<file path="config.mk">
export PLATFORM = sky130hd
export DESIGN_NAME = recording_mode_controller_flat
export DESIGN_NICKNAME = d
export VERILOG_FILES = /design/src/hw/rtl/rmc_pkg.sv /design/src/hw/rtl/rmc_if.sv /design/src/hw/rtl/rmc_csr.sv /design/src/hw/rtl/rmc_core.sv /design/src/hw/rtl/recording_mode_controller.sv /design/src/flat_wrapper.sv
export SDC_FILE = /design/constraint.sdc
export NUM_CORES = 1
export LEC_CHECK = 0
export BUFFER_PORTS_ARGS = -buffer_cell sky130_fd_sc_hd__buf_4
export CORE_MARGIN = 4
export CORE_UTILIZATION = 36
export DETAILED_ROUTE_END_ITERATION = 7
export GPL_TIMING_DRIVEN = 0
export PLACE_DENSITY_LB_ADDON = 0.25
export SKIP_CTS_REPAIR_TIMING = 1
export SLEW_MARGIN = 20
export SYNTH_ARGS = -nofsm -noshare
export SYNTH_HDL_FRONTEND = slang
export SYNTH_SLANG_ARGS = --single-unit
</file>
<file path="constraint.sdc">
create_clock -name clock -period 9.6 [get_ports clock]
set_input_delay 0.96 -clock clock [delete_from_list [all_inputs] [get_ports clock]]
set_output_delay 0.96 -clock clock [all_outputs]
set_load 0.03 [all_outputs]
</file>
<file path="src/hw/rtl/rmc_pkg.sv">
// ----------------------------------------------------------------------------
// rmc_pkg
// Types and codes shared by the recording mode controller modules.
// ----------------------------------------------------------------------------
package rmc_pkg;

   localparam int unsigned OP_W   = 4;
   localparam int unsigned MODE_W = 3;
   localparam int unsigned TIME_W = 32;
   localparam int unsigned CSR_W  = 32;
   localparam int unsigned CSR_IDX_W = 2;

   // event codes
   localparam logic [OP_W-1:0] OP_TICK       = 4'd0;
   localparam logic [OP_W-1:0] OP_BUTTON     = 4'd1;
   localparam logic [OP_W-1:0] OP_CONNECT    = 4'd2;
   localparam logic [OP_W-1:0] OP_DISCONNECT = 4'd3;
   localparam logic [OP_W-1:0] OP_ERROR      = 4'd4;
   localparam logic [OP_W-1:0] OP_REQ_RECORD = 4'd5;
   localparam logic [OP_W-1:0] OP_REQ_STREAM = 4'd6;
   localparam logic [OP_W-1:0] OP_REQ_IDLE   = 4'd7;
   localparam logic [OP_W-1:0] OP_INIT       = 4'd8;

   // modes
   localparam logic [MODE_W-1:0] MODE_IDLE   = 3'd0;
   localparam logic [MODE_W-1:0] MODE_REC    = 3'd1;
   localparam logic [MODE_W-1:0] MODE_STREAM = 3'd2;
   localparam logic [MODE_W-1:0] MODE_ERROR  = 3'd3;
   localparam logic [MODE_W-1:0] MODE_SLEEP  = 3'd4;

   // register indexes
   localparam logic [CSR_IDX_W-1:0] CSR_IDLE_TIMEOUT   = 2'd0;
   localparam logic [CSR_IDX_W-1:0] CSR_ERROR_RECOVERY = 2'd1;
   localparam logic [CSR_IDX_W-1:0] CSR_WATCHDOG       = 2'd2;

   localparam logic [TIME_W-1:0] IDLE_TIMEOUT_RST   = 32'd60000;
   localparam logic [TIME_W-1:0] ERROR_RECOVERY_RST = 32'd5000;
   localparam logic [TIME_W-1:0] WATCHDOG_RST       = 32'd30000;

   typedef struct packed {
      logic [TIME_W-1:0] idle_timeout_ms;
      logic [TIME_W-1:0] error_recovery_ms;
      logic [TIME_W-1:0] watchdog_timeout_ms;
   } timeout_cfg_type;

   typedef struct packed {
      logic [MODE_W-1:0] mode;
      logic [MODE_W-1:0] previous_mode;
      logic              changed;
      logic              link_up;
      logic              ready_res;
      logic [TIME_W-1:0] time_in_mode;
   } result_type;

endpackage

</file>
<file path="src/hw/rtl/rmc_if.sv">
// ----------------------------------------------------------------------------
// rmc_if
// Valid/ready channels for events in and results out.
// ----------------------------------------------------------------------------
interface rmc_req_if import rmc_pkg::*; ();
   logic              valid;
   logic              ready;
   logic [OP_W-1:0]   op;
   logic [TIME_W-1:0] now_ms;

   modport source (output valid, output op, output now_ms, input ready);
   modport sink   (input valid, input op, input now_ms, output ready);
endinterface

interface rmc_rsp_if import rmc_pkg::*; ();
   logic              valid;
   logic              ready;
   logic [MODE_W-1:0] mode;
   logic [MODE_W-1:0] previous_mode;
   logic              changed;
   logic              link_up;
   logic              ready_res;
   logic [TIME_W-1:0] time_in_mode;

   modport source (output valid, output mode, output previous_mode, output changed,
                   output link_up, output ready_res, output time_in_mode, input ready);
   modport sink   (input valid, input mode, input previous_mode, input changed,
                   input link_up, input ready_res, input time_in_mode, output ready);
endinterface

</file>
<file path="src/hw/rtl/rmc_csr.sv">
// ----------------------------------------------------------------------------
// rmc_csr
// Timeout registers, written through a plain write port.
// ----------------------------------------------------------------------------
module rmc_csr import rmc_pkg::*; (
   input  logic                 clock,
   input  logic                 reset,
   input  logic                 csr_write_enable,
   input  logic [CSR_IDX_W-1:0] csr_index,
   input  logic [CSR_W-1:0]     csr_wdata,
   output timeout_cfg_type      cfg
);

   timeout_cfg_type cfg_ff, cfg_in;

   always_comb begin
      cfg_in = cfg_ff;
      if (csr_write_enable) begin
         unique case (csr_index)
            CSR_IDLE_TIMEOUT:   cfg_in.idle_timeout_ms     = csr_wdata;
            CSR_ERROR_RECOVERY: cfg_in.error_recovery_ms   = csr_wdata;
            CSR_WATCHDOG:       cfg_in.watchdog_timeout_ms = csr_wdata;
            default:            cfg_in = cfg_ff;
         endcase
      end
   end

   always_ff @(posedge clock) begin
      if (reset) begin
         cfg_ff.idle_timeout_ms     <= IDLE_TIMEOUT_RST;
         cfg_ff.error_recovery_ms   <= ERROR_RECOVERY_RST;
         cfg_ff.watchdog_timeout_ms <= WATCHDOG_RST;
      end else begin
         cfg_ff <= cfg_in;
      end
   end

   assign cfg = cfg_ff;

endmodule

</file>
<file path="src/hw/rtl/rmc_core.sv">
// ----------------------------------------------------------------------------
// rmc_core
// Mode state and the one-event next-state logic.
// ----------------------------------------------------------------------------
module rmc_core import rmc_pkg::*; (
   input  logic              clock,
   input  logic              reset,
   input  logic              step,
   input  logic [OP_W-1:0]   op,
   input  logic [TIME_W-1:0] now_ms,
   input  timeout_cfg_type   cfg,
   output result_type        result
);

   logic [MODE_W-1:0] mode_ff, mode_in;
   logic [MODE_W-1:0] last_ff, last_in;
   logic [TIME_W-1:0] entry_ff, entry_in;
   logic              conn_ff, conn_in;
   logic              init_ff, init_in;

   logic [MODE_W-1:0] target;
   logic [TIME_W-1:0] elapsed;
   logic              chg;

   assign elapsed = now_ms - entry_ff;

   always_comb begin
      mode_in  = mode_ff;
      last_in  = last_ff;
      entry_in = entry_ff;
      conn_in  = conn_ff;
      init_in  = init_ff;
      target   = mode_ff;
      chg      = 1'b0;

      if (op == OP_INIT) begin
         mode_in  = MODE_IDLE;
         last_in  = MODE_IDLE;
         entry_in = '0;
         conn_in  = 1'b0;
         init_in  = 1'b1;
      end else if (init_ff) begin
         unique case (op)
            OP_TICK: begin
               unique case (mode_ff)
                  MODE_IDLE:   if (elapsed >= cfg.idle_timeout_ms)     target = MODE_SLEEP;
                  MODE_ERROR:  if (elapsed >= cfg.error_recovery_ms)   target = MODE_IDLE;
                  MODE_REC,
                  MODE_STREAM: if (elapsed >= cfg.watchdog_timeout_ms) target = MODE_ERROR;
                  default:     target = mode_ff;
               endcase
            end
            OP_BUTTON: begin
               if (mode_ff == MODE_IDLE)        target = MODE_REC;
               else if (mode_ff != MODE_STREAM) target = MODE_IDLE;
            end
            OP_CONNECT: begin
               conn_in = 1'b1;
               if (mode_ff == MODE_REC) target = MODE_STREAM;
            end
            OP_DISCONNECT: begin
               conn_in = 1'b0;
               if (mode_ff == MODE_STREAM) target = MODE_REC;
            end
            OP_ERROR:      target = MODE_ERROR;
            OP_REQ_RECORD: if (mode_ff == MODE_IDLE) target = MODE_REC;
            OP_REQ_STREAM: if (mode_ff == MODE_REC && conn_ff) target = MODE_STREAM;
            OP_REQ_IDLE:   target = MODE_IDLE;
            default:       target = mode_ff;
         endcase

         if (target != mode_ff) begin
            last_in  = mode_ff;
            mode_in  = target;
            entry_in = now_ms;
            chg      = 1'b1;
         end
      end
   end

   always_ff @(posedge clock) begin
      if (reset) begin
         mode_ff  <= MODE_IDLE;
         last_ff  <= MODE_IDLE;
         entry_ff <= '0;
         conn_ff  <= 1'b0;
         init_ff  <= 1'b0;
      end else if (step) begin
         mode_ff  <= mode_in;
         last_ff  <= last_in;
         entry_ff <= entry_in;
         conn_ff  <= conn_in;
         init_ff  <= init_in;
      end
   end

   assign result.mode          = mode_in;
   assign result.previous_mode = last_in;
   assign result.changed       = chg;
   assign result.link_up       = conn_in;
   assign result.ready_res     = init_in;
   assign result.time_in_mode  = now_ms - entry_in;

endmodule

</file>
<file path="src/hw/rtl/recording_mode_controller.sv">
// ----------------------------------------------------------------------------
// recording_mode_controller
// Five-mode controller: events in, one status result out per event.
// ----------------------------------------------------------------------------
//  channel   dir  transfer when            payload
//  req_chan  in   valid && ready           op, now_ms
//  rsp_chan  out  valid && ready           mode, previous_mode, changed,
//                                          link_up, ready_res, time_in_mode
//  csr_*     in   csr_write_enable         csr_index, csr_wdata
//
//  One event per cycle sustained while rsp is not stalled; each req transfer
//  passes the event register, then the result register, and rsp valid
//  rises as the result register loads.
//  The mode update is one compare/subtract stage in rmc_core.
//  Synchronous active-high reset; timeouts reset to 60000/5000/30000 ms.
//  A stalled rsp holds the result; req keeps flowing until both stages fill.
// ----------------------------------------------------------------------------
module recording_mode_controller import rmc_pkg::*; (
   input  logic                 clock,
   input  logic                 reset,
   rmc_req_if.sink              req_chan,
   rmc_rsp_if.source            rsp_chan,
   input  logic                 csr_write_enable,
   input  logic [CSR_IDX_W-1:0] csr_index,
   input  logic [CSR_W-1:0]     csr_wdata
);

   timeout_cfg_type cfg;
   result_type      result;

   logic              ev_valid_ff, ev_valid_in;
   logic [OP_W-1:0]   ev_op_ff;
   logic [TIME_W-1:0] ev_now_ff;
   logic              rsp_valid_ff, rsp_valid_in;
   result_type        rsp_data_ff;

   logic advance;
   logic req_take;

   rmc_csr u_csr (
      .clock            (clock),
      .reset            (reset),
      .csr_write_enable (csr_write_enable),
      .csr_index        (csr_index),
      .csr_wdata        (csr_wdata),
      .cfg              (cfg)
   );

   rmc_core u_core (
      .clock  (clock),
      .reset  (reset),
      .step   (advance),
      .op     (ev_op_ff),
      .now_ms (ev_now_ff),
      .cfg    (cfg),
      .result (result)
   );

   // event stage moves into the result register when that one is free
   assign advance        = ev_valid_ff && (!rsp_valid_ff || rsp_chan.ready);
   assign req_chan.ready = !ev_valid_ff || advance;
   assign req_take       = req_chan.valid && req_chan.ready;

   assign ev_valid_in  = req_take || (ev_valid_ff && !advance);
   assign rsp_valid_in = advance || (rsp_valid_ff && !rsp_chan.ready);

   always_ff @(posedge clock) begin
      if (reset) begin
         ev_valid_ff  <= 1'b0;
         rsp_valid_ff <= 1'b0;
      end else begin
         ev_valid_ff  <= ev_valid_in;
         rsp_valid_ff <= rsp_valid_in;
      end
   end

   always_ff @(posedge clock) begin
      if (req_take) begin
         ev_op_ff  <= req_chan.op;
         ev_now_ff <= req_chan.now_ms;
      end
      if (advance) begin
         rsp_data_ff <= result;
      end
   end

   assign rsp_chan.valid         = rsp_valid_ff;
   assign rsp_chan.mode          = rsp_data_ff.mode;
   assign rsp_chan.previous_mode = rsp_data_ff.previous_mode;
   assign rsp_chan.changed       = rsp_data_ff.changed;
   assign rsp_chan.link_up       = rsp_data_ff.link_up;
   assign rsp_chan.ready_res     = rsp_data_ff.ready_res;
   assign rsp_chan.time_in_mode  = rsp_data_ff.time_in_mode;

endmodule

</file>
<file path="src/flat_wrapper.sv">
// flat-port wrapper written by rule: the top's interface ports become plain ports
module recording_mode_controller_flat import rmc_pkg::*;
  (clock, reset, csr_write_enable, csr_index, csr_wdata, req_chan_valid, req_chan_op, req_chan_now_ms, req_chan_ready, rsp_chan_valid, rsp_chan_mode, rsp_chan_previous_mode, rsp_chan_changed, rsp_chan_link_up, rsp_chan_ready_res, rsp_chan_time_in_mode, rsp_chan_ready);
  rmc_req_if req_chan_i ();
  rmc_rsp_if rsp_chan_i ();
  input  logic clock;
  input  logic reset;
  input  logic csr_write_enable;
  input  logic [CSR_IDX_W-1:0] csr_index;
  input  logic [CSR_W-1:0] csr_wdata;
  input wire logic [$bits(req_chan_i.valid)-1:0] req_chan_valid;
  input wire logic [$bits(req_chan_i.op)-1:0] req_chan_op;
  input wire logic [$bits(req_chan_i.now_ms)-1:0] req_chan_now_ms;
  output wire logic [$bits(req_chan_i.ready)-1:0] req_chan_ready;
  output wire logic [$bits(rsp_chan_i.valid)-1:0] rsp_chan_valid;
  output wire logic [$bits(rsp_chan_i.mode)-1:0] rsp_chan_mode;
  output wire logic [$bits(rsp_chan_i.previous_mode)-1:0] rsp_chan_previous_mode;
  output wire logic [$bits(rsp_chan_i.changed)-1:0] rsp_chan_changed;
  output wire logic [$bits(rsp_chan_i.link_up)-1:0] rsp_chan_link_up;
  output wire logic [$bits(rsp_chan_i.ready_res)-1:0] rsp_chan_ready_res;
  output wire logic [$bits(rsp_chan_i.time_in_mode)-1:0] rsp_chan_time_in_mode;
  input wire logic [$bits(rsp_chan_i.ready)-1:0] rsp_chan_ready;
  assign req_chan_i.valid = req_chan_valid;
  assign req_chan_i.op = req_chan_op;
  assign req_chan_i.now_ms = req_chan_now_ms;
  assign req_chan_ready = req_chan_i.ready;
  assign rsp_chan_valid = rsp_chan_i.valid;
  assign rsp_chan_mode = rsp_chan_i.mode;
  assign rsp_chan_previous_mode = rsp_chan_i.previous_mode;
  assign rsp_chan_changed = rsp_chan_i.changed;
  assign rsp_chan_link_up = rsp_chan_i.link_up;
  assign rsp_chan_ready_res = rsp_chan_i.ready_res;
  assign rsp_chan_time_in_mode = rsp_chan_i.time_in_mode;
  assign rsp_chan_i.ready = rsp_chan_ready;
  recording_mode_controller u_core (.clock(clock), .reset(reset), .req_chan(req_chan_i), .rsp_chan(rsp_chan_i), .csr_write_enable(csr_write_enable), .csr_index(csr_index), .csr_wdata(csr_wdata));
endmodule
</file>
Word-level counts from Yosys, hierarchy flattened
Cells that the tools add are included.
W data, S select, Z words.
{ "op_classes": {"n_addsub": 2, "n_mul": 0, "div_mod_pow": 0, "order_cmp": 3, "eq_ne": 15, "shift": 0, "n_mux": 27, "bitwise_logic": 1, "reduce_logical": 21} }
{ "ops": {"columns": ["op", "count"], "rows": [
  ["$ge A32 B32 Y1", 3],
  ["$mux W32", 3],
  ["$sub A32 B32 Y32", 2],
  ["$mux W3", 17],
  ["$pmux W3 S8", 1],
  ["$eq A4 B3 Y1 const B", 4],
  ["$pmux W3 S3", 1],
  ["$eq A4 B2 Y1 const B", 2],
  ["$eq A3 B2 Y1 const B", 2],
  ["$reduce_and A2 Y1", 3],
  ["$logic_and A1 B1 Y1", 5],
  ["$eq A4 B1 Y1 const B", 1],
  ["$eq A4 B4 Y1 const B", 1],
  ["$logic_not A1 Y1", 4],
  ["$logic_not A4 Y1", 1],
  ["$logic_or A1 B1 Y1", 4],
  ["$mux W1", 4],
  ["$reduce_or A2 Y1", 2],
  ["$eq A3 B1 Y1 const B", 1],
  ["$logic_not A3 Y1", 1],
  ["$ne A3 B2 Y1 const B", 1],
  ["$ne A3 B3 Y1", 1],
  ["$eq A2 B1 Y1 const B", 1],
  ["$eq A2 B2 Y1 const B", 1],
  ["3 further kinds", 3]
]} }
{ "totals": {"regBits": 215, "latchBits": 0, "ram_bits": 0, "romBits": 0, "input_bits": 75, "output_inout_bits": 43, "word_cells": 87, "mem_count": 0} }

Logic depth before layout (Yosys ltp)
Gate-level depths: netlist of run 1.
{ "depth": {"ltp_word": 12, "depth_mapped": 39, "depth_no_buf": 38} }

By module
A second synthesis of run 1 with hierarchy kept.
{ "hier_totals": {"cells_unflattened": 1539, "hier_area_um2": 14383.8} }
{ "by_module_without_submodules": {"columns": ["mod", "n_inst", "cells_each", "area_per_inst_um2", "seq_area_each_um2"], "rows": [
  ["rmc_core", 1, 1086, 8040.2, 800.8],
  ["rmc_csr", 1, 366, 3927.5, 1921.8],
  ["recording_mode_controller", 1, 87, 2416.1, 2352.3]
]} }

Worst setup path after synthesis of run 1
No wires, ideal clock.
{ "synth_timing": {"path_kind": "register to register", "start": "reg u_core.ev_now_ff[0]", "end": "reg u_core.rsp_data_ff (netlist bit u_core.rsp_chan.time_in_mode[30]), data pin", "setup_time_ps": 258, "arrival_ps": 7912, "required_time_ps": 9342, "setup_slack_ps": 1430, "stages_incl_launch_ff": 38, "path_cell_list": "edfxtp_1 -> inv_1 -> ha_1 -> inv_1 -> fa_1 -> a21o_1 -> a21oi_1 -> o21ai_0 -> nor4_1 -> o21a_1 -> o211ai_1 -> a311o_1 -> and3_1 -> o41ai_1 -> xnor2_1 -> ha_1 -> nand4_1 -> nor3_1 -> [2 not listed] -> a2111o_1 -> a211o_1 -> a221o_1 -> o21ai_1 -> inv_1 -> clkbuf_1 -> a21oi_1 -> fa_1 -> a21o_1 -> a211oi_1 -> o31a_1 -> o21ba_2 -> o31ai_1 -> o211ai_1 -> o211a_1 -> o21ai_0 -> a21oi_1 -> xnor2_1"} }
{ "synth_rtl": {"columns": ["element", "line", "rtl"], "rows": [
  ["start: declaration", "recording_mode_controller.sv:33", "logic [TIME_W-1:0] ev_now_ff;"],
  ["start signal: assignment", "recording_mode_controller.sv:80", "ev_now_ff <= req_chan.now_ms;"],
  ["end signal: assignment", "recording_mode_controller.sv:83", "rsp_data_ff <= result;"],
  ["end: declaration", "recording_mode_controller.sv:35", "result_type rsp_data_ff;"]
]} }

==> results of run 1 <==
==> final cells by class <==
type	count	area share, %
Buffer	59	1.66
Sequential cell	215	32.0
Multi-Input combinational cell	1110	47.5
Clock buffer	28	4.29
Timing Repair Buffer	124	5.96
Clock inverter	22	1.39
Inverter	148	3.51
Tap cell	468	3.70
==> routing by layer <==
layer | vias to the layer above | wire length, um | GRT usage [%]
met5 | - | 0 | 0
met4 | 0 | 902 | 4.25
met3 | 55 | 1480 | 2.32
met2 | 219 | 17400 | 30.6
met1 | 5221 | 16200 | 22.7
li1 | 5730 | - | -
==> worst max-delay path: cells and delay by family, from the launching register on <==
kind	cells	cell delay (ps)
AOI/OAI and AO/OA	22	5040
buffers and inverters	4	610
DFF	1	380
adders and majority gates	4	1210
xor gates and xnor gates	2	330
and+or+nand+nor	6	1060
==> state kept, by name (all words and copies together) (netlist names), 3 cells and up <==
| register | flops |
|---|---|
| u_core.u_core.last_ff | 3 |
| u_core.u_csr.cfg | 96 |
| u_core.rsp_chan.previous_mode | 3 |
| u_core.u_core.entry_ff | 32 |
| u_core.ev_now_ff | 32 |
| u_core.rsp_chan.mode | 3 |
| u_core.u_core.mode_ff | 3 |
| u_core.rsp_chan.time_in_mode | 32 |
| u_core.ev_op_ff | 4 |
==> final timing paths <==
check / start / to / slack (ps) / depth (start not counted)
worst min register to register: u_core.u_csr.cfg[72] / u_core.u_csr.cfg[72] / 450 / 2
worst max-delay path: u_core.ev_now_ff[0] / u_core.rsp_chan.time_in_mode[30] / 670 / 38
worst max register to register: u_core.ev_now_ff[0] / u_core.rsp_chan.time_in_mode[30] / 670 / 38
worst min-delay path: u_core.u_csr.cfg[72] / u_core.u_csr.cfg[72] / 450 / 2
==> stage by stage <==
| stage | utilization (%) | setup TNS (ps) | std cells | power, W | setup slack (ps) |
|---|---|---|---|---|---|
| 2_1_floorplan | - | 0 | 1532 | 0.00132 | 1430 |
| 3_3_place_gp | 40.3 | -3250 | 2116 | 0.00145 | -617 |
| 3_5_place_dp | 40.4 | -4230 | 2117 | 0.00146 | -702 |
| 4_1_cts | 42.9 | -5150 | 2167 | 0.00250 | -767 |
| 5_1_grt | 43.4 | 0 | 2174 | 0.00261 | 48.8 |
| 6_report | 43.4 | 0 | 2174 | 0.00248 | 674 |
==> kinds of logic (layout without fill, tap and decap cells) <==
kind of cell,Yosys count,count (layout),synth area share [%]
multiplexers,5,5,0.377
XOR/XNOR,54,54,3.56
AND/OR/NAND/NOR,449,449,15.5
adder cells (fa/ha/maj),160,160,15.2
buffers and inverters,207,381,6.03
AO/OA/AOI/OAI,442,442,21.1
flip-flops,215,215,38.2
==> synthesized netlist by cell type (5+ instances only) <==
| master | n | area (um^2) |
|---|---|---|
| a211o_1 | 26 | 228 |
| a211oi_1 | 8 | 60.1 |
| nand4_1 | 12 | 75.1 |
| nor4_1 | 7 | 43.8 |
| and3_1 | 34 | 213 |
| a21o_1 | 32 | 240 |
| xor2_1 | 15 | 131 |
| nor2_1 | 72 | 270 |
| o21ai_0 | 61 | 305 |
| o211ai_1 | 7 | 52.6 |
| nor3_1 | 19 | 95.1 |
| mux2i_1 | 5 | 50.1 |
| nand2_1 | 219 | 822 |
| a22o_1 | 35 | 307 |
| nor2b_1 | 17 | 106 |
| xnor2_1 | 39 | 342 |
| nand3_1 | 25 | 125 |
| edfxtp_1 | 77 | 2310 |
| inv_1 | 148 | 556 |
| clkbuf_1 | 49 | 184 |
| nand3b_1 | 5 | 37.5 |
| a221oi_1 | 7 | 61.3 |
| a21oi_1 | 203 | 1020 |
| o21a_1 | 14 | 105 |
| ha_1 | 158 | 1980 |
| buf_1 | 6 | 22.5 |
| o21bai_1 | 5 | 37.5 |
| dfxtp_1 | 138 | 2760 |
| nand2b_1 | 19 | 119 |
==> where the power goes <==
group	internal [W]	switching, W
Clock	0.000621	0.000407
Combinational	0.000182	0.000265
Sequential	0.000985	0.0000213
Total	0.00179	0.000694
==> results.sh, run 1 <==
export IMPL_crit_fanout=10
export IMPL_final_common_cell="nand2_1"
export IMPL_coreArea_mm2=0.0365
export IMPL_routed_wl_um=35900
export IMPL_nFillCells=3653
export IMPL_synth_cell_area_mm2=0.0133
export IMPL_worst_pin_slew_ps=936
export IMPL_yosysWarnings=0
export IMPL_root_buffer="clkbuf_16"
export IMPL_synth_nets=1767
export IMPL_rsz0062_at_grt="false"
export IMPL_ir_worst_vdd_mv=0.122
export IMPL_end_kind="flip-flop"
export IMPL_gp_congestion=0.894
export IMPL_synth_async_reset_ratio_pct=0
export IMPL_whs_ps=454
export IMPL_syn_avg_cell_area_um2=8.67
export IMPL_initial_core_util_pct=36.3
export IMPL_wl_per_cell_um=16.5
export IMPL_dieHeight_um=200
export IMPL_drt_iter0_drc=524
export IMPL_cts_buffer_depth=3
export IMPL_grt_start_max_net_pins=48
export IMPL_worstPathArrival_ps=9210
export IMPL_path_clk_slew_ps=60
export IMPL_htree_levels=1
export IMPL_setup_viol=0
export IMPL_antennaDiodeCount=0
export IMPL_cp_start_kind="flip-flop"
export IMPL_yosysUniqueCellTypes=62
export IMPL_power_leakage_nw=6.31
export IMPL_clock_latency_ps=550
export IMPL_multi_input_area_mm2=0.00752
export IMPL_grt_pass1_wl_um=56200
export IMPL_area_growth_pct=19.3
export IMPL_dieArea_mm2=0.0400
export IMPL_placedInstanceArea_mm2=0.0148
export IMPL_final_setup_skew_ps=20.8
export IMPL_hold_path_class="reg -> reg"
export IMPL_ys_ff_latch=215
export IMPL_slew_viol_final=0
export IMPL_boundaryPins=118
export IMPL_hold_viol=0
export IMPL_postSynthCellCount=1532
export IMPL_cts_buffers=27
export IMPL_crit_type="reg -> reg"
export IMPL_vias=11200
export IMPL_status="complete, no violations"
export IMPL_hpwl_um=28400
export IMPL_synth_edff_count=77
export IMPL_fp_dieW_um=200
export IMPL_maxSlewHeadroom_pct=37.4
export IMPL_grt_pass1_vias=10900
export IMPL_period_share_pct=93.0
export IMPL_critPathMaxStageDelay_ps=430
export IMPL_drv_cap=0
export IMPL_fin_crit_ps=8930
export IMPL_port_buffers=116
export IMPL_drive_gt1_share_pct=12.0
export IMPL_final_nets=1920
export IMPL_worst_endpoint_required_ps=9890
export IMPL_overflow=0
export IMPL_ant_nets=0
export IMPL_max_freq_mhz=112
export IMPL_register_area_mm2=0.00507
export IMPL_ys_seq_area_share_pct=38.2
export IMPL_crit_slowest_cell="a221o_2"
export IMPL_via_per_inst=5.16
export IMPL_rows=70
export IMPL_p_per_area_mw_per_mm2=157
export IMPL_synthFlopType="dfxtp_1"
export IMPL_antenna_found_initial=0
export IMPL_track_usage_pct=17.4
export IMPL_cts_tree="done"
export IMPL_final_cell_mix="nand2_1, a21oi_1, ha_1"
export IMPL_cts_sinks=215
export IMPL_firstDrtPassIters=5
export IMPL_fin_area_mm2=0.0158
export IMPL_route_detailed_drc=0
Power figures use the tool's default switching activity.
==> inputs of run 2 (changes only) <==
Settings changed: CELL_PAD_IN_SITES_DETAIL_PLACEMENT set to 0, CELL_PAD_IN_SITES_GLOBAL_PLACEMENT set to 1.
==> run 2 against run 1 <==
Compared with the run above:
- global-route usage increased by 1.4 points
- total power increased by 4.7%
- sequential share of layout area decreased by 0.21 points
- cell count about the same
- sequential cell count unchanged
- via count decreased by 0.18%
- routed wire length increased by 5.8%
- highest routed layer unchanged
- clock-buffer cell count increased by 5
- critical endpoint unchanged
- setup slack got worse by 21 ps
==> results.sh, run 2 (synthesized netlist as in run 1, its figures left out) <==
export IMPL_overflow=0
export IMPL_path_clk_slew_ps=60
export IMPL_worst_pin_slew_ps=894
export IMPL_status="complete, no violations"
export IMPL_final_nets=1919
export IMPL_area_growth_pct=20.1
export IMPL_via_per_inst=5.15
export IMPL_worstPathArrival_ps=9250
export IMPL_dieArea_mm2=0.0400
export IMPL_p_per_area_mw_per_mm2=163
export IMPL_drt_iter0_drc=680
export IMPL_fin_crit_ps=8950
export IMPL_p_int_w=0.00189
export IMPL_ant_nets=0
export IMPL_cts_buffer_depth=3
export IMPL_track_usage_pct=18.8
export IMPL_final_common_cell="nand2_1"
export IMPL_rows=70
export IMPL_worst_endpoint_required_ps=9900
export IMPL_power_frac_comb_pct=17.4
export IMPL_tns_ps=0
export IMPL_largest_reg_flops=96
export IMPL_grt_pass1_wl_um=59800
export IMPL_seqPwrFrac_pct=38.7
export IMPL_coreArea_mm2=0.0365
export IMPL_routed_wl_um=38000
export IMPL_dieHeight_um=200
export IMPL_end_kind="flip-flop"
export IMPL_port_buffers=116
export IMPL_crit_type="reg -> reg"
export IMPL_power_total_w=0.00260
export IMPL_crit_slowest_cell="a311oi_2"
export IMPL_slew_viol_final=0
export IMPL_hold_viol=0
export IMPL_max_freq_mhz=112
export IMPL_hpwl_um=29200
export IMPL_ff2ff_setup_slack_ps=650
export IMPL_cts_buffers=27
export IMPL_final_setup_skew_ps=22.5
export IMPL_antenna_found_initial=0
export IMPL_drive_gt1_share_pct=12.1
export IMPL_cp_start_kind="flip-flop"
export IMPL_setup_viol=0
export IMPL_power_leakage_nw=6.35
export IMPL_fp_dieW_um=200
export IMPL_switching_share_pct=27.3
export IMPL_wl_per_cell_um=17.5
export IMPL_crit_fanout=11
export IMPL_path_delay_family="compound AO/OA/AOI/OAI gates"
export IMPL_root_buffer="clkbuf_16"
export IMPL_drv_cap=0
export IMPL_period_share_pct=93.2
export IMPL_maxSlewHeadroom_pct=40.2
export IMPL_grt_pass1_vias=11000
export IMPL_cts_tree="done"
export IMPL_fin_ws_ps=653
export IMPL_clkPwrFrac_pct=43.9
export IMPL_cp_num_buf_inv=3
export IMPL_route_detailed_drc=0
export IMPL_hold_path_class="reg -> reg"
export IMPL_final_cell_mix="nand2_1, a21oi_1, ha_1"
export IMPL_vias=11200
export IMPL_rsz0062_at_grt="false"
export IMPL_critPathMaxStageDelay_ps=420
export IMPL_clock_latency_ps=560
export IMPL_firstDrtPassIters=6
export IMPL_netSwitchingPower_w=0.000710
export IMPL_htree_levels=1
export IMPL_gp_congestion=0.876
export IMPL_boundaryPins=118
export IMPL_grt_start_max_net_pins=48
export IMPL_cts_sinks=215
export IMPL_ir_worst_vdd_mv=0.124
export IMPL_initial_core_util_pct=36.3
export IMPL_dp_slack_ps=-619
[run 2: worst register-to-register path: cells and delay by family, from the launching register on]
kind | cells | cell delay [ps]
adders and majority gates | 4 | 1220
xor gates and xnor gates | 2 | 270
buffers and inverters | 3 | 480
and+or+nand+nor | 6 | 1320
AOI/OAI and AO/OA | 22 | 5030
DFF | 1 | 380
[run 2: metal layers]
layer | vias to the layer above | wire (um) | GRT usage [%]
met5 | - | 0 | 0
met4 | 0 | 796 | 3.97
met3 | 42 | 1380 | 2.50
met2 | 174 | 17700 | 31.9
met1 | 5256 | 18100 | 25.8
li1 | 5733 | - | -
[run 2: worst paths after layout]
path,from,end,depth (start not counted)
min reg2reg,u_core.u_csr.cfg[24],u_core.u_csr.cfg[24],2
max reg2reg,u_core.ev_now_ff[0],u_core.rsp_chan.time_in_mode[30],37
max,u_core.ev_now_ff[0],u_core.rsp_chan.time_in_mode[30],37
min,u_core.u_csr.cfg[24],u_core.u_csr.cfg[24],2
[run 2: power groups by stage]
stage,combinational (W),clock (W),sequential (W)
global placement,0.000431,0,0.00103
CTS,0.000442,0.00117,0.00101
floorplan,0.000278,0,0.00104
global route,0.000512,0.00120,0.00101
detailed placement,0.000439,0,0.00103
finish,0.000451,0.00114,0.00101
[run 2: final cells by class]
| class | instances | area, um^2 |
|---|---|---|
| inverters | 148 | 556 |
| diodes | 2 | 5.00 |
| well taps | 468 | 586 |
| fillers | 3671 | 20600 |
| clock inverters | 17 | 278 |
| flip-flops and latches | 215 | 5070 |
| multi-input cells | 1110 | 7530 |
| clock buffers | 33 | 718 |
| plain buffers | 59 | 258 |
| repair buffers | 123 | 936 |
[run 2: metrics by stage]
stage	instances	util (%)	hold WS (ps)	area [um^2]
2_1_floorplan	1532	-	426	13300
3_3_place_gp	2116	40.3	440	14700
3_5_place_dp	2117	40.4	445	14800
4_1_cts	2167	43.1	454	15800
5_1_grt	2173	43.6	474	15900
6_report	2175	43.7	453	15900
==> inputs of run 3 (changes only) <==
Settings changed: CORE_UTILIZATION 36 to 40.
==> run 3 against run 2 <==
Compared with the run above:
- clock skew is 8.4 ps lower
- die area is 9.6% lower
- total power is 6.7% lower
- sequential cell count stayed put
- fmax is 1.1% lower
- via count is 0.78% higher
- cell area is 1.5% lower
- clock power is 15% lower
- combinational power is 2% lower
- worst hold slack worse by 3.0 ps
- clock-buffer cell count is 6 higher
- register-to-register slack worse by 97 ps
==> results.sh, run 3 (synthesized netlist as in run 1, its figures left out) <==
export IMPL_holdPathStages=2
export IMPL_worstPathArrival_ps=9320
export IMPL_routed_wl_um=36400
export IMPL_final_cell_mix="nand2_1, a21oi_1, ha_1"
export IMPL_fp_dieW_um=190
export IMPL_area_growth_pct=18.2
export IMPL_hpwl_um=28300
export IMPL_ir_worst_vdd_mv=0.116
export IMPL_drv_cap=0
export IMPL_firstDrtPassIters=7
export IMPL_initial_core_util_pct=40.7
export IMPL_min_to="u_core.u_core.last_ff[1]"
export IMPL_htree_levels=1
export IMPL_final_setup_skew_ps=14.1
export IMPL_rsz0062_at_grt="false"
export IMPL_antenna_found_initial=0
export IMPL_grt_start_max_net_pins=48
export IMPL_root_buffer="clkbuf_16"
export IMPL_end_kind="flip-flop"
export IMPL_final_common_cell="nand2_1"
export IMPL_final_nets=1916
export IMPL_track_usage_pct=19.5
export IMPL_path_clk_slew_ps=60
export IMPL_route_detailed_drc=0
export IMPL_maxSlewHeadroom_pct=42.5
export IMPL_dieHeight_um=190
export IMPL_worst_endpoint_required_ps=9870
export IMPL_p_per_area_mw_per_mm2=154
export IMPL_boundaryPins=118
export IMPL_port_buffers=116
export IMPL_nFillCells=3231
export IMPL_grt_pass1_vias=10900
export IMPL_crit_slowest_cell="a221o_2"
export IMPL_crit_type="reg -> reg"
export IMPL_regToRegStartpoint="u_core.ev_now_ff[0]"
export IMPL_cts_buffer_depth=3
export IMPL_vias=11300
export IMPL_wl_per_cell_um=17.0
export IMPL_period_share_pct=94.2
export IMPL_grt_pass1_wl_um=57000
export IMPL_fin_ws_ps=557
export IMPL_fin_crit_ps=9040
export IMPL_reg2regPathDepth=40
export IMPL_status="complete, no violations"
export IMPL_crit_fanout=10
export IMPL_worst_pin_slew_ps=860
export IMPL_r2r_end="u_core.rsp_chan.time_in_mode[30]"
export IMPL_hold_viol=0
export IMPL_max_freq_mhz=111
export IMPL_cts_tree="done"
export IMPL_cts_sinks=215
export IMPL_dp_slack_ps=-462
export IMPL_critPathMaxStageDelay_ps=450
export IMPL_dieArea_mm2=0.0362
export IMPL_drt_iter0_drc=550
export IMPL_slew_viol_final=0
export IMPL_cts_buffers=26
export IMPL_drive_gt1_share_pct=10.8
export IMPL_rows=66
export IMPL_gp_congestion=0.890
export IMPL_power_leakage_nw=6.25
export IMPL_cp_start_kind="flip-flop"
export IMPL_overflow=0
export IMPL_ff2ff_setup_slack_ps=560
export IMPL_hp_start="u_core.u_core.last_ff[1]"
export IMPL_via_per_inst=5.27
export IMPL_ant_nets=0
export IMPL_largest_reg_flops=96
export IMPL_power_total_w=0.00242
export IMPL_setup_viol=0
export IMPL_clock_latency_ps=530
export IMPL_coreArea_mm2=0.0326
export IMPL_hold_path_class="reg -> reg"
run 3: area by class of cell:
| type | count | area [um^2] | share of cell area, % |
|---|---|---|---|
| multi-input cells | 1110 | 7490 | 47.7 |
| plain buffers | 59 | 259 | 1.65 |
| diodes | 1 | 2.50 | 0.0159 |
| clock buffers | 39 | 752 | 4.79 |
| well taps | 442 | 553 | 3.52 |
| inverters | 148 | 556 | 3.54 |
| clock inverters | 9 | 88.8 | 0.566 |
| flip-flops and latches | 215 | 5070 | 32.3 |
| repair buffers | 121 | 921 | 5.87 |
run 3: per-stage QoR:
| stage | utilization, % | hold slack (ps) | area [um^2] | cells | TNS [ps] |
|---|---|---|---|---|---|
| 2_1_floorplan | - | 426 | 13300 | 1532 | 0 |
| 3_3_place_gp | 45.1 | 440 | 14700 | 2090 | -1430 |
| 3_5_place_dp | 45.2 | 443 | 14700 | 2091 | -1850 |
| 4_1_cts | 47.7 | 451 | 15600 | 2139 | -2380 |
| 5_1_grt | 48.1 | 470 | 15700 | 2143 | 0 |
| 6_report | 48.1 | 450 | 15700 | 2144 | 0 |
run 3: critical path, delay by kind of cell (launching register included):
| family | cells | cell delay, ps |
|---|---|---|
| compound gates | 23 | 5170 |
| xor+xnor | 2 | 250 |
| fa+ha+maj | 5 | 1470 |
| buf+inv | 5 | 570 |
| flops | 1 | 380 |
| simple gates | 5 | 930 |
run 3: worst max-delay path by stage:
stage	startpoint	end	slack, ps	depth (start not counted)
2_1_floorplan	u_core.ev_now_ff[0]	u_core.rsp_chan.time_in_mode[30]	1430	37
3_3_place_gp	u_core.ev_now_ff[0]	u_core.rsp_chan.time_in_mode[30]	-430	37
3_5_place_dp	u_core.ev_now_ff[0]	u_core.rsp_chan.time_in_mode[30]	-460	37
4_1_cts	u_core.ev_now_ff[0]	u_core.rsp_chan.time_in_mode[30]	-530	37
5_1_grt	u_core.ev_now_ff[0]	u_core.rsp_chan.time_in_mode[30]	30	40
6_report	u_core.ev_now_ff[0]	u_core.rsp_chan.time_in_mode[30]	560	40
run 3: metal layers:
layer	wire length [um]	vias to the layer above	track usage, %
li1	-	5725	-
met1	16800	5281	26.3
met2	17000	236	33.4
met3	1660	50	2.59
met4	908	0	4.72
met5	0	-	0
run 3: where the power goes:
part	switching, W	total, W	internal (W)
combinational	0.000265	0.000444	0.000180
clock	0.000383	0.000973	0.000591
sequential	0.0000216	0.00101	0.000985
